==> src/design/address_range_region_table_assert.svh <==
// Assertion macros used by the region table RTL.
`ifndef ADDRESS_RANGE_REGION_TABLE_ASSERT_SVH
`define ADDRESS_RANGE_REGION_TABLE_ASSERT_SVH

// Same-cycle implication, clocked on clk, disabled in reset.
`define ARRT_ASSERT_NOW(label, ante, cons) \
    label: assert property (@(posedge clk) disable iff (!rst_n) (ante) |-> (cons)) \
        else $error("arrt assertion failed");

// Next-cycle implication, clocked on clk, disabled in reset.
`define ARRT_ASSERT_NEXT(label, ante, cons) \
    label: assert property (@(posedge clk) disable iff (!rst_n) (ante) |=> (cons)) \
        else $error("arrt assertion failed");

`endif

==> src/design/arrt_pkg.sv <==
`default_nettype none
package arrt_pkg;

    localparam int TABLE_ENTRIES = 16;
    localparam int IDX_W = (TABLE_ENTRIES > 1) ? $clog2(TABLE_ENTRIES) : 1;
    localparam int PTR_W = $clog2(TABLE_ENTRIES + 1);

    localparam logic [1:0] ACT_INSERT  = 2'd0;
    localparam logic [1:0] ACT_FIND    = 2'd1;
    localparam logic [1:0] ACT_REMOVE  = 2'd2;
    localparam logic [1:0] ACT_RECYCLE = 2'd3;

    localparam logic [1:0] ST_OK        = 2'd0;
    localparam logic [1:0] ST_FULL      = 2'd1;
    localparam logic [1:0] ST_OVERLAP   = 2'd2;
    localparam logic [1:0] ST_NOT_FOUND = 2'd3;

    localparam logic [4:0] CNT_MAX = 5'd31;

    typedef struct packed {
        logic [1:0]  action;
        logic [31:0] badge;
        logic [47:0] address;
        logic [47:0] region_length;
        logic [31:0] file_handle;
        logic [47:0] backing_offset;
        logic [31:0] map_flags;
        logic [3:0]  protection;
    } req_t;

    typedef struct packed {
        logic [1:0]  status;
        logic [47:0] area_offset;
        logic [31:0] found_handle;
        logic [47:0] found_offset;
        logic [31:0] found_flags;
        logic [3:0]  found_protection;
        logic [4:0]  removed_count;
    } rsp_t;

    typedef struct packed {
        logic [31:0] badge;
        logic [47:0] start;
        logic [47:0] length;
        logic [31:0] handle;
        logic [47:0] file_pos;
        logic [31:0] flags;
        logic [3:0]  protection;
    } entry_t;

    // Compare unit result for one entry against the held request
    typedef struct packed {
        logic        badge_hit;
        logic        overlap;
        logic        contains;
        logic        exact;
        logic [47:0] offset;
    } cmp_t;

endpackage
`default_nettype wire

==> src/design/arrt_if.sv <==
`default_nettype none
interface arrt_req_if;
    logic             valid;
    logic             ready;
    arrt_pkg::req_t   data;

    modport source (output valid, output data, input ready);
    modport sink   (input valid, input data, output ready);
endinterface

interface arrt_rsp_if;
    logic             valid;
    logic             ready;
    arrt_pkg::rsp_t   data;

    modport source (output valid, output data, input ready);
    modport sink   (input valid, input data, output ready);
endinterface
`default_nettype wire

==> src/design/arrt_store.sv <==
`default_nettype none
// Entry memory: one write port, one registered read port.
module arrt_store (
    input  logic                       clk,
    input  logic                       we,
    input  logic [arrt_pkg::IDX_W-1:0] waddr,
    input  arrt_pkg::entry_t           wdata,
    input  logic [arrt_pkg::IDX_W-1:0] raddr,
    output arrt_pkg::entry_t           rdata
);

    arrt_pkg::entry_t mem [arrt_pkg::TABLE_ENTRIES];
    arrt_pkg::entry_t rdata_reg;

    always_ff @(posedge clk)
    begin
        if (we)
        begin
            mem[waddr] <= wdata;
        end
        rdata_reg <= mem[raddr];
    end

    assign rdata = rdata_reg;

endmodule
`default_nettype wire

==> src/design/arrt_cmp.sv <==
`default_nettype none
// Shared compare unit: one entry against the held request.
// Region ends are 49 bits wide, so they never wrap.
module arrt_cmp (
    input  arrt_pkg::entry_t entry,
    input  arrt_pkg::req_t   req,
    output arrt_pkg::cmp_t   res
);

    logic [48:0] e_start;
    logic [48:0] e_end;
    logic [48:0] n_start;
    logic [48:0] n_end;

    always_comb
    begin
        e_start = {1'b0, entry.start};
        e_end   = {1'b0, entry.start} + {1'b0, entry.length};
        n_start = {1'b0, req.address};
        n_end   = {1'b0, req.address} + {1'b0, req.region_length};

        res.badge_hit = (entry.badge == req.badge);
        res.overlap   = (n_start < e_end) && (n_end > e_start);
        res.contains  = (e_start <= n_start) && (e_end > n_start);
        res.exact     = (entry.start == req.address) && (entry.length == req.region_length);
        res.offset    = req.address - entry.start;
    end

endmodule
`default_nettype wire

==> src/design/address_range_region_table.sv <==
// Items are handled one at a time: a request is taken only in the idle state, then the
//   scan and the result step run before the next transfer; the single read port of the
//   entry memory feeds one shared compare unit, one entry per cycle.
// A new item is taken while the previous result still waits in the output register.
// Reset (rst_n, async, active low) clears the valid bits and the sequencer;
//   entry memory contents are not cleared and need no clearing pass.
`default_nettype none
`include "address_range_region_table_assert.svh"
module address_range_region_table (
    input  logic       clk,
    input  logic       rst_n,
    arrt_req_if.sink   req,
    arrt_rsp_if.source rsp
);

    // Sequencer states, one-hot
    typedef enum logic [2:0] {
        ST_IDLE   = 3'b001,
        ST_SCAN   = 3'b010,
        ST_FINISH = 3'b100
    } state_t;

    state_t                              state_reg, state_next;
    arrt_pkg::req_t                      req_reg, req_next;
    logic [arrt_pkg::PTR_W-1:0]          rd_ptr_reg, rd_ptr_next;
    logic                                eval_vld_reg, eval_vld_next;
    logic [arrt_pkg::IDX_W-1:0]          eval_idx_reg, eval_idx_next;
    logic                                slot_found_reg, slot_found_next;
    logic [arrt_pkg::IDX_W-1:0]          slot_idx_reg, slot_idx_next;
    logic                                clash_reg, clash_next;
    logic                                hit_reg, hit_next;
    logic [arrt_pkg::IDX_W-1:0]          hit_idx_reg, hit_idx_next;
    logic [4:0]                          cnt_reg, cnt_next;
    arrt_pkg::rsp_t                      res_reg, res_next;
    logic                                out_valid_reg, out_valid_next;
    arrt_pkg::rsp_t                      out_reg, out_next;
    logic [arrt_pkg::TABLE_ENTRIES-1:0]  valid_reg, valid_next;

    logic                                issue;
    logic                                out_free;
    logic                                cur_valid;
    logic                                mem_we;
    arrt_pkg::entry_t                    mem_wdata;
    arrt_pkg::entry_t                    rdata;
    arrt_pkg::cmp_t                      cmp;

    // Entry memory, read address walks 0..TABLE_ENTRIES-1 during the scan
    arrt_store u_store (
        .clk   (clk),
        .we    (mem_we),
        .waddr (slot_idx_reg),
        .wdata (mem_wdata),
        .raddr (rd_ptr_reg[arrt_pkg::IDX_W-1:0]),
        .rdata (rdata)
    );

    // One compare unit, reused for every entry
    arrt_cmp u_cmp (
        .entry (rdata),
        .req   (req_reg),
        .res   (cmp)
    );

    assign req.ready = (state_reg == ST_IDLE);
    assign rsp.valid = out_valid_reg;
    assign rsp.data  = out_reg;

    assign issue     = (state_reg == ST_SCAN) &&
                       (rd_ptr_reg != arrt_pkg::PTR_W'(arrt_pkg::TABLE_ENTRIES));
    assign out_free  = !out_valid_reg || rsp.ready;
    assign cur_valid = valid_reg[eval_idx_reg];

    always_comb
    begin
        mem_wdata.badge      = req_reg.badge;
        mem_wdata.start      = req_reg.address;
        mem_wdata.length     = req_reg.region_length;
        mem_wdata.handle     = req_reg.file_handle;
        mem_wdata.file_pos   = req_reg.backing_offset;
        mem_wdata.flags      = req_reg.map_flags;
        mem_wdata.protection = req_reg.protection;
    end

    always_comb
    begin
        state_next      = state_reg;
        req_next        = req_reg;
        rd_ptr_next     = rd_ptr_reg;
        eval_vld_next   = 1'b0;
        eval_idx_next   = eval_idx_reg;
        slot_found_next = slot_found_reg;
        slot_idx_next   = slot_idx_reg;
        clash_next      = clash_reg;
        hit_next        = hit_reg;
        hit_idx_next    = hit_idx_reg;
        cnt_next        = cnt_reg;
        res_next        = res_reg;
        out_valid_next  = out_valid_reg;
        out_next        = out_reg;
        valid_next      = valid_reg;
        mem_we          = 1'b0;

        // result taken downstream
        if (rsp.valid && rsp.ready)
        begin
            out_valid_next = 1'b0;
        end

        case (state_reg)
            ST_IDLE:
            begin
                if (req.valid)
                begin
                    req_next        = req.data;
                    rd_ptr_next     = '0;
                    slot_found_next = 1'b0;
                    clash_next      = 1'b0;
                    hit_next        = 1'b0;
                    cnt_next        = '0;
                    res_next        = '0;
                    state_next      = ST_SCAN;
                end
            end

            ST_SCAN:
            begin
                // read stage
                eval_vld_next = issue;
                eval_idx_next = rd_ptr_reg[arrt_pkg::IDX_W-1:0];
                if (issue)
                begin
                    rd_ptr_next = rd_ptr_reg + arrt_pkg::PTR_W'(1);
                end

                // evaluate stage, entry read in the previous cycle
                if (eval_vld_reg)
                begin
                    case (req_reg.action)
                        arrt_pkg::ACT_INSERT:
                        begin
                            if (!cur_valid && !slot_found_reg)
                            begin
                                slot_found_next = 1'b1;
                                slot_idx_next   = eval_idx_reg;
                            end
                            if (cur_valid && cmp.badge_hit && cmp.overlap)
                            begin
                                clash_next = 1'b1;
                            end
                        end
                        arrt_pkg::ACT_FIND:
                        begin
                            if (cur_valid && cmp.badge_hit && cmp.contains && !hit_reg)
                            begin
                                hit_next                  = 1'b1;
                                res_next.area_offset      = cmp.offset;
                                res_next.found_handle     = rdata.handle;
                                res_next.found_offset     = rdata.file_pos;
                                res_next.found_flags      = rdata.flags;
                                res_next.found_protection = rdata.protection;
                            end
                        end
                        arrt_pkg::ACT_REMOVE:
                        begin
                            if (cur_valid && cmp.badge_hit && cmp.exact && !hit_reg)
                            begin
                                hit_next     = 1'b1;
                                hit_idx_next = eval_idx_reg;
                            end
                        end
                        arrt_pkg::ACT_RECYCLE:
                        begin
                            if (cur_valid && cmp.badge_hit)
                            begin
                                valid_next[eval_idx_reg] = 1'b0;
                                if (cnt_reg != arrt_pkg::CNT_MAX)
                                begin
                                    cnt_next = cnt_reg + 5'd1;
                                end
                            end
                        end
                        default:
                        begin
                        end
                    endcase
                end

                if (!issue)
                begin
                    state_next = ST_FINISH;
                end
            end

            ST_FINISH:
            begin
                // commit and post the result once the output register is free
                if (out_free)
                begin
                    out_next       = '0;
                    out_valid_next = 1'b1;
                    state_next     = ST_IDLE;
                    case (req_reg.action)
                        arrt_pkg::ACT_INSERT:
                        begin
                            if (!slot_found_reg)
                            begin
                                out_next.status = arrt_pkg::ST_FULL;
                            end
                            else if (clash_reg)
                            begin
                                out_next.status = arrt_pkg::ST_OVERLAP;
                            end
                            else
                            begin
                                out_next.status          = arrt_pkg::ST_OK;
                                mem_we                   = 1'b1;
                                valid_next[slot_idx_reg] = 1'b1;
                            end
                        end
                        arrt_pkg::ACT_FIND:
                        begin
                            if (hit_reg)
                            begin
                                out_next        = res_reg;
                                out_next.status = arrt_pkg::ST_OK;
                            end
                            else
                            begin
                                out_next.status = arrt_pkg::ST_NOT_FOUND;
                            end
                        end
                        arrt_pkg::ACT_REMOVE:
                        begin
                            if (hit_reg)
                            begin
                                out_next.status         = arrt_pkg::ST_OK;
                                out_next.removed_count  = 5'd1;
                                valid_next[hit_idx_reg] = 1'b0;
                            end
                            else
                            begin
                                out_next.status = arrt_pkg::ST_NOT_FOUND;
                            end
                        end
                        arrt_pkg::ACT_RECYCLE:
                        begin
                            out_next.status        = arrt_pkg::ST_OK;
                            out_next.removed_count = cnt_reg;
                        end
                        default:
                        begin
                        end
                    endcase
                end
            end

            default:
            begin
                state_next = ST_IDLE;
            end
        endcase
    end

    // control state
    always_ff @(posedge clk or negedge rst_n)
    begin
        if (!rst_n)
        begin
            state_reg      <= ST_IDLE;
            rd_ptr_reg     <= '0;
            eval_vld_reg   <= 1'b0;
            slot_found_reg <= 1'b0;
            clash_reg      <= 1'b0;
            hit_reg        <= 1'b0;
            cnt_reg        <= '0;
            out_valid_reg  <= 1'b0;
            valid_reg      <= '0;
        end
        else
        begin
            state_reg      <= state_next;
            rd_ptr_reg     <= rd_ptr_next;
            eval_vld_reg   <= eval_vld_next;
            slot_found_reg <= slot_found_next;
            clash_reg      <= clash_next;
            hit_reg        <= hit_next;
            cnt_reg        <= cnt_next;
            out_valid_reg  <= out_valid_next;
            valid_reg      <= valid_next;
        end
    end

    // payload
    always_ff @(posedge clk)
    begin
        req_reg      <= req_next;
        eval_idx_reg <= eval_idx_next;
        slot_idx_reg <= slot_idx_next;
        hit_idx_reg  <= hit_idx_next;
        res_reg      <= res_next;
        out_reg      <= out_next;
    end

    `ARRT_ASSERT_NEXT(a_accept_starts_scan, req.valid && req.ready, state_reg == ST_SCAN && rd_ptr_reg == '0 && !eval_vld_reg)
    `ARRT_ASSERT_NOW(a_eval_in_scan, eval_vld_reg, state_reg == ST_SCAN)
    `ARRT_ASSERT_NOW(a_insert_free_slot, mem_we, !valid_reg[slot_idx_reg] && req_reg.action == arrt_pkg::ACT_INSERT)
    `ARRT_ASSERT_NEXT(a_finish_waits, state_reg == ST_FINISH && out_valid_reg && !rsp.ready, state_reg == ST_FINISH)
    `ARRT_ASSERT_NEXT(a_fill_by_one, 1'b1, $countones(valid_reg) <= $countones($past(valid_reg)) + 1)

endmodule
`default_nettype wire

==> src/flat_wrapper.sv <==
// flat-port wrapper written by rule: the top's interface ports become plain ports
module address_range_region_table_flat 
  (clk, rst_n, req_valid, req_data, req_ready, rsp_valid, rsp_data, rsp_ready);
  arrt_req_if req_i ();
  arrt_rsp_if rsp_i ();
  input  logic clk;
  input  logic rst_n;
  input wire logic [$bits(req_i.valid)-1:0] req_valid;
  input wire logic [$bits(req_i.data)-1:0] req_data;
  output wire logic [$bits(req_i.ready)-1:0] req_ready;
  output wire logic [$bits(rsp_i.valid)-1:0] rsp_valid;
  output wire logic [$bits(rsp_i.data)-1:0] rsp_data;
  input wire logic [$bits(rsp_i.ready)-1:0] rsp_ready;
  assign req_i.valid = req_valid;
  assign req_i.data = req_data;
  assign req_ready = req_i.ready;
  assign rsp_valid = rsp_i.valid;
  assign rsp_data = rsp_i.data;
  assign rsp_i.ready = rsp_ready;
  address_range_region_table u_core (.clk(clk), .rst_n(rst_n), .req(req_i), .rsp(rsp_i));
endmodule
==> config.mk <==
export PLATFORM = sky130hd
export DESIGN_NAME = address_range_region_table_flat
export DESIGN_NICKNAME = d
export VERILOG_FILES = /design/src/design/arrt_pkg.sv /design/src/design/arrt_if.sv /design/src/design/arrt_store.sv /design/src/design/arrt_cmp.sv /design/src/design/address_range_region_table.sv /design/src/flat_wrapper.sv
export VERILOG_INCLUDE_DIRS = /design/src /design/src/design
export SDC_FILE = /design/constraint.sdc
export NUM_CORES = 2
export LEC_CHECK = 0
export BUFFER_PORTS_ARGS = -buffer_cell sky130_fd_sc_hd__buf_2
export CAP_MARGIN = 0
export CORE_MARGIN = 2
export CORE_UTILIZATION = 30
export CTS_CLUSTER_DIAMETER = 50
export DETAILED_ROUTE_END_ITERATION = 10
export SYNTH_ARGS = -nofsm -noshare
export SYNTH_HDL_FRONTEND = slang
export SYNTH_SLANG_ARGS = --single-unit
==> constraint.sdc <==
create_clock -name clk -period 57 [get_ports clk]
set_input_delay 11.4 -clock clk [delete_from_list [all_inputs] [get_ports clk]]
set_output_delay 11.4 -clock clk [all_outputs]
set_load 0.01 [all_outputs]
==> summary.md <==
| Metric | Value |
|---|---|
| Clock Tree Buf Depth | `4` |
| Critical path, cell by cell | `buf_2 > nor2b_1 > buf_4 > nor4_1 > nand2_1 > nor2_4 > buf_4 > buf_4 > buf_4` |
| Finished Layout Cells | `17857` |
| Syn avg cell area | `21.8 sq um` |
| Final setup violation count | `0` |
| Post-Synth Adder-Cell Area | `0.0172` |
| Arrival time worst endpoint | `16500 ps` |
| Critical path launch point type | `input port` |
| Row cnt | `287` |
| First-pass GRT wire length | `between 600000 and 700000 microns` |
| Crit Path Max Fanout | `slightly below 50` |
| Post-CTS setup buffer count | `0` |
| Max reg flops | `slightly below 4000` |
| Starting Density | `0.301` |
| Total CTS buffers | `563` |
| Max cap viols | `0` |
| Post-route cell area | `approximately 220000 sq um` |
| Largest net degree at the start of global routing | `129` |
| Final period utilization | `0.278` |
| Maximum vdd drop | `0.0390 mV` |
| DP Area | `197000 sq um` |
| IO buf count | `422` |
| Int Pwr | `7.03 mW` |
| Setup crit end kind | `flip-flop` |
| Hold Crit Class | `flip-flop to flip-flop` |
| Post-synth top area share | `0.734` |
| Clock Skew | `between 90 and 100 ps` |
| Post-synth EDFFs | `4497` |
| Kind of critical path | `input port to flip-flop` |
| Crit path top cell by count | `buf_4` |
| Initial antenna violation count | `43` |
| Fmax | `63.1 MHz` |
| Netlist cell types | `93` |
| CP Data Required Time | `57650 ps` |
| RSZ-0062 raised after global routing | `no` |
| Slew Viols, Final | `0` |
| Initial DRT Pass Iterations | `5` |
| RD Place Congestion | `0.835` |
| Share of cells above drive strength 1 | `0.286` |
| Yosys warns | `0` |
| H-tree depth | `6` |
| Multiplexer share of the synthesized area | `0.151` |
| Relative slew slack | `0.182` |
| Hpwl dp | `284000 microns` |
| WL per Instance | `between 20 and 30 microns` |
| Nets | `9774` |
| Cells after DPL | `16800` |
| Post-synthesis cell area | `184000 sq um` |
| Vias in the first global route | `89896` |
| Mapped Cells | `8440` |
| CTS tree | `built` |
| Die height | `787 microns` |
| Post-synth ARST share | `0.00712` |
| Clock Latency Late Sink | `~1100 ps` |
| Sw frac | `0.276` |
| Most used flip-flop cell after synthesis | `edfxtp_1` |
| Post-synthesis sequential area ratio | `0.765` |
| Post-Synth XOR/XNOR Area | `0.00952` |
| Clk sink count | `4775` |
| Resized cells post-CTS | `0` |
| CTS Hold Bufs | `0` |
| Clock power share | `0.370` |
| Total GRT Usage | `0.149` |
| Remaining antenna violation count | `0` |
| Seq pwr share | `0.448` |
| Sw power | `approximately 2.7 mW` |
| Root Buffer | `clkbuf_16` |
| CP max stage cell | `nor2_4` |
| Vias per inst | `4.94` |
| Combinational share of power | `0.181` |
| Area of the core | `611000 sq um` |
| Outcome | `complete, no violations` |
| DRC viols | `0` |
| Starting DRT DRC Count | `between 8000 and 9000` |
| Simple-gate share of the synthesized area | `0.0253` |
| Ports | `approximately 420` |
| Power Density | `45.0 nW/um^2` |
| Clk pin slew, worst setup/hold paths | `60 ps` |
| Fin crit period | `15850 ps` |
| Largest family of logic cells by synthesized area | `multiplexers` |
| Syn Nets | `8941` |
| Vias | `88150` |
| Slew @ Worst Pin | `about 1200 ps` |
| Synth Area in Compound Gates | `0.0216` |
| Min Hold Slack | `492 ps` |
| Final TNS setup | `0 ps` |
| Post-synth top area cell | `edfxtp_1` |
| Die area | `between 600000 and 700000 sq um` |
| Leakage | `69.4 nW` |
| Max stage delay on crit path | `approximately 860 ps` |
| GR Overflow Total | `0` |
| Fillers | `~56000` |
| Detailed Route WL | `around 480000 microns` |
| Final hold viol count | `0` |
| Die Wd | `787 microns` |
| #FFs+latches synth | `4775` |
| Synth top area cells | `edfxtp_1 73%, mux4_2 15%, dfxtp_1 2.7%` |
| Area Overhead vs Synth | `17.2%` |
## kinds of logic (layout without fill, tap and decap cells)
group	Yosys count	in the layout
adder cells (fa/ha/maj)	251	251
AND/OR/NAND/NOR	855	855
multiplexers	1245	1245
AO/OA/AOI/OAI	597	597
other	0	23
flip-flops	4775	4775
XOR/XNOR	200	200
buffers and inverters	517	1819
## worst max-delay path, delay by kind of cell
family,cells,cell delay [ps]
and+or+nand+nor,4,2250
buffers and inverters,5,2710
## path summary, 6_finish.rpt
check / start / to / slack (ps) / depth (start not counted)
setup reg to reg: u_core.u_store.rdata[116] / u_core.res_reg[120] / 47340 / 24
setup / recovery: rsp_ready / u_core.u_store.mem[9][95] / 41150 / 9
min in group asynchronous: rst_n / u_core.cnt_reg[2] / 10440 / 2
max in group asynchronous: rst_n / u_core.rd_ptr_reg[2] / 46080 / 2
hold / removal: u_core.u_store.rdata[62] / u_core.res_reg[67] / 490 / 1
hold reg to reg: u_core.u_store.rdata[62] / u_core.res_reg[67] / 490 / 1
## placed cells by master, fill, tap and decap left out, drive strengths merged, types with 9 or more instances in the layout
master / netlist / layout
clkbuf: 290 / 735
o31ai: 12 / 12
o21a: 21 / 21
a22oi: 10 / 10
xor2: 68 / 68
nand3: 52 / 52
a21oi: 166 / 166
nand4: 56 / 56
mux2: 11 / 11
mux2i: 9 / 9
or2: 9 / 9
mux4: 1225 / 1225
nor3: 37 / 37
nor2b: 19 / 19
ha: 248 / 248
nor4: 20 / 20
dfrtp: 33 / 33
xnor2: 132 / 132
o211ai: 16 / 16
and3: 190 / 190
nand2: 121 / 121
bufinv: 0 / 39
a21o: 105 / 105
buf: 81 / 639
nor2: 143 / 143
dfxtp: 244 / 244
and2: 135 / 135
a211oi: 27 / 27
and4: 9 / 9
diode: 0 / 23
clkinv: 1 / 163
edfxtp: 4497 / 4497
inv: 145 / 217
o21bai: 16 / 16
a31oi: 29 / 29
o21ai: 102 / 102
clkinvlp: 0 / 26
nand2b: 36 / 36
## cell usage after synthesis (20+ instances only)
cell and count:
a211oi_1 26, a21o_1 105, a21oi_1 164, a31oi_1 29
and2_1 133, and3_1 188, buf_1 73, clkbuf_1 290
dfrtp_1 33, dfxtp_1 244, edfxtp_1 4497, ha_1 248
inv_1 144, mux4_2 1225, nand2_1 121, nand2b_1 36
nand3_1 52, nand4_1 56, nor2_1 143, nor3_1 37
nor4_1 20, o21a_1 21, o21ai_0 101, xnor2_1 132
xor2_1 68
## power by group through the flow
stage / sequential [mW] / clock (mW) / combinational [mW]
after floorplan: 4.34 / 0 / 1.26
after global placement: 4.42 / 0 / 1.79
after detailed placement: 4.42 / 0 / 1.79
after CTS: 4.35 / 3.68 / 1.80
after global routing: 4.37 / 3.81 / 1.92
final: 4.35 / 3.59 / 1.76
## final cells by class
class	count	area (sq um)	share of cell area
inverter	146	561	0.00260
multi-input combinational	3148	41500	0.192
clock buffer	735	15200	0.0704
sequential	4775	141000	0.653
tap	8092	10100	0.0469
antenna	23	57.6	0.000267
timing repair buffer	639	3900	0.0181
clock inverter	299	3650	0.0169
## layer usage
metal | part of all wire | routed length, microns | up-vias | GRT usage
met2 | 0.49 | 233000 | 2951 | 0.249
met5 | 0.00015 | 71 | - | 0
met3 | 0.060 | 28600 | 702 | 0.0246
met4 | 0.025 | 12000 | 14 | 0.0364
li1 | - | - | 37029 | -
met1 | 0.43 | 204000 | 47454 | 0.204
## per-stage QoR
step	power [mW]	utilization	setup WS (ps)
floorplan	5.60	-	27290
global placement	6.21	0.322	39990
detailed placement	6.21	0.322	39960
CTS	9.83	0.353	41090
global route	10.1	0.353	41010
finish	9.70	0.353	41150
Note: power is estimated with default switching activity, not from simulation.
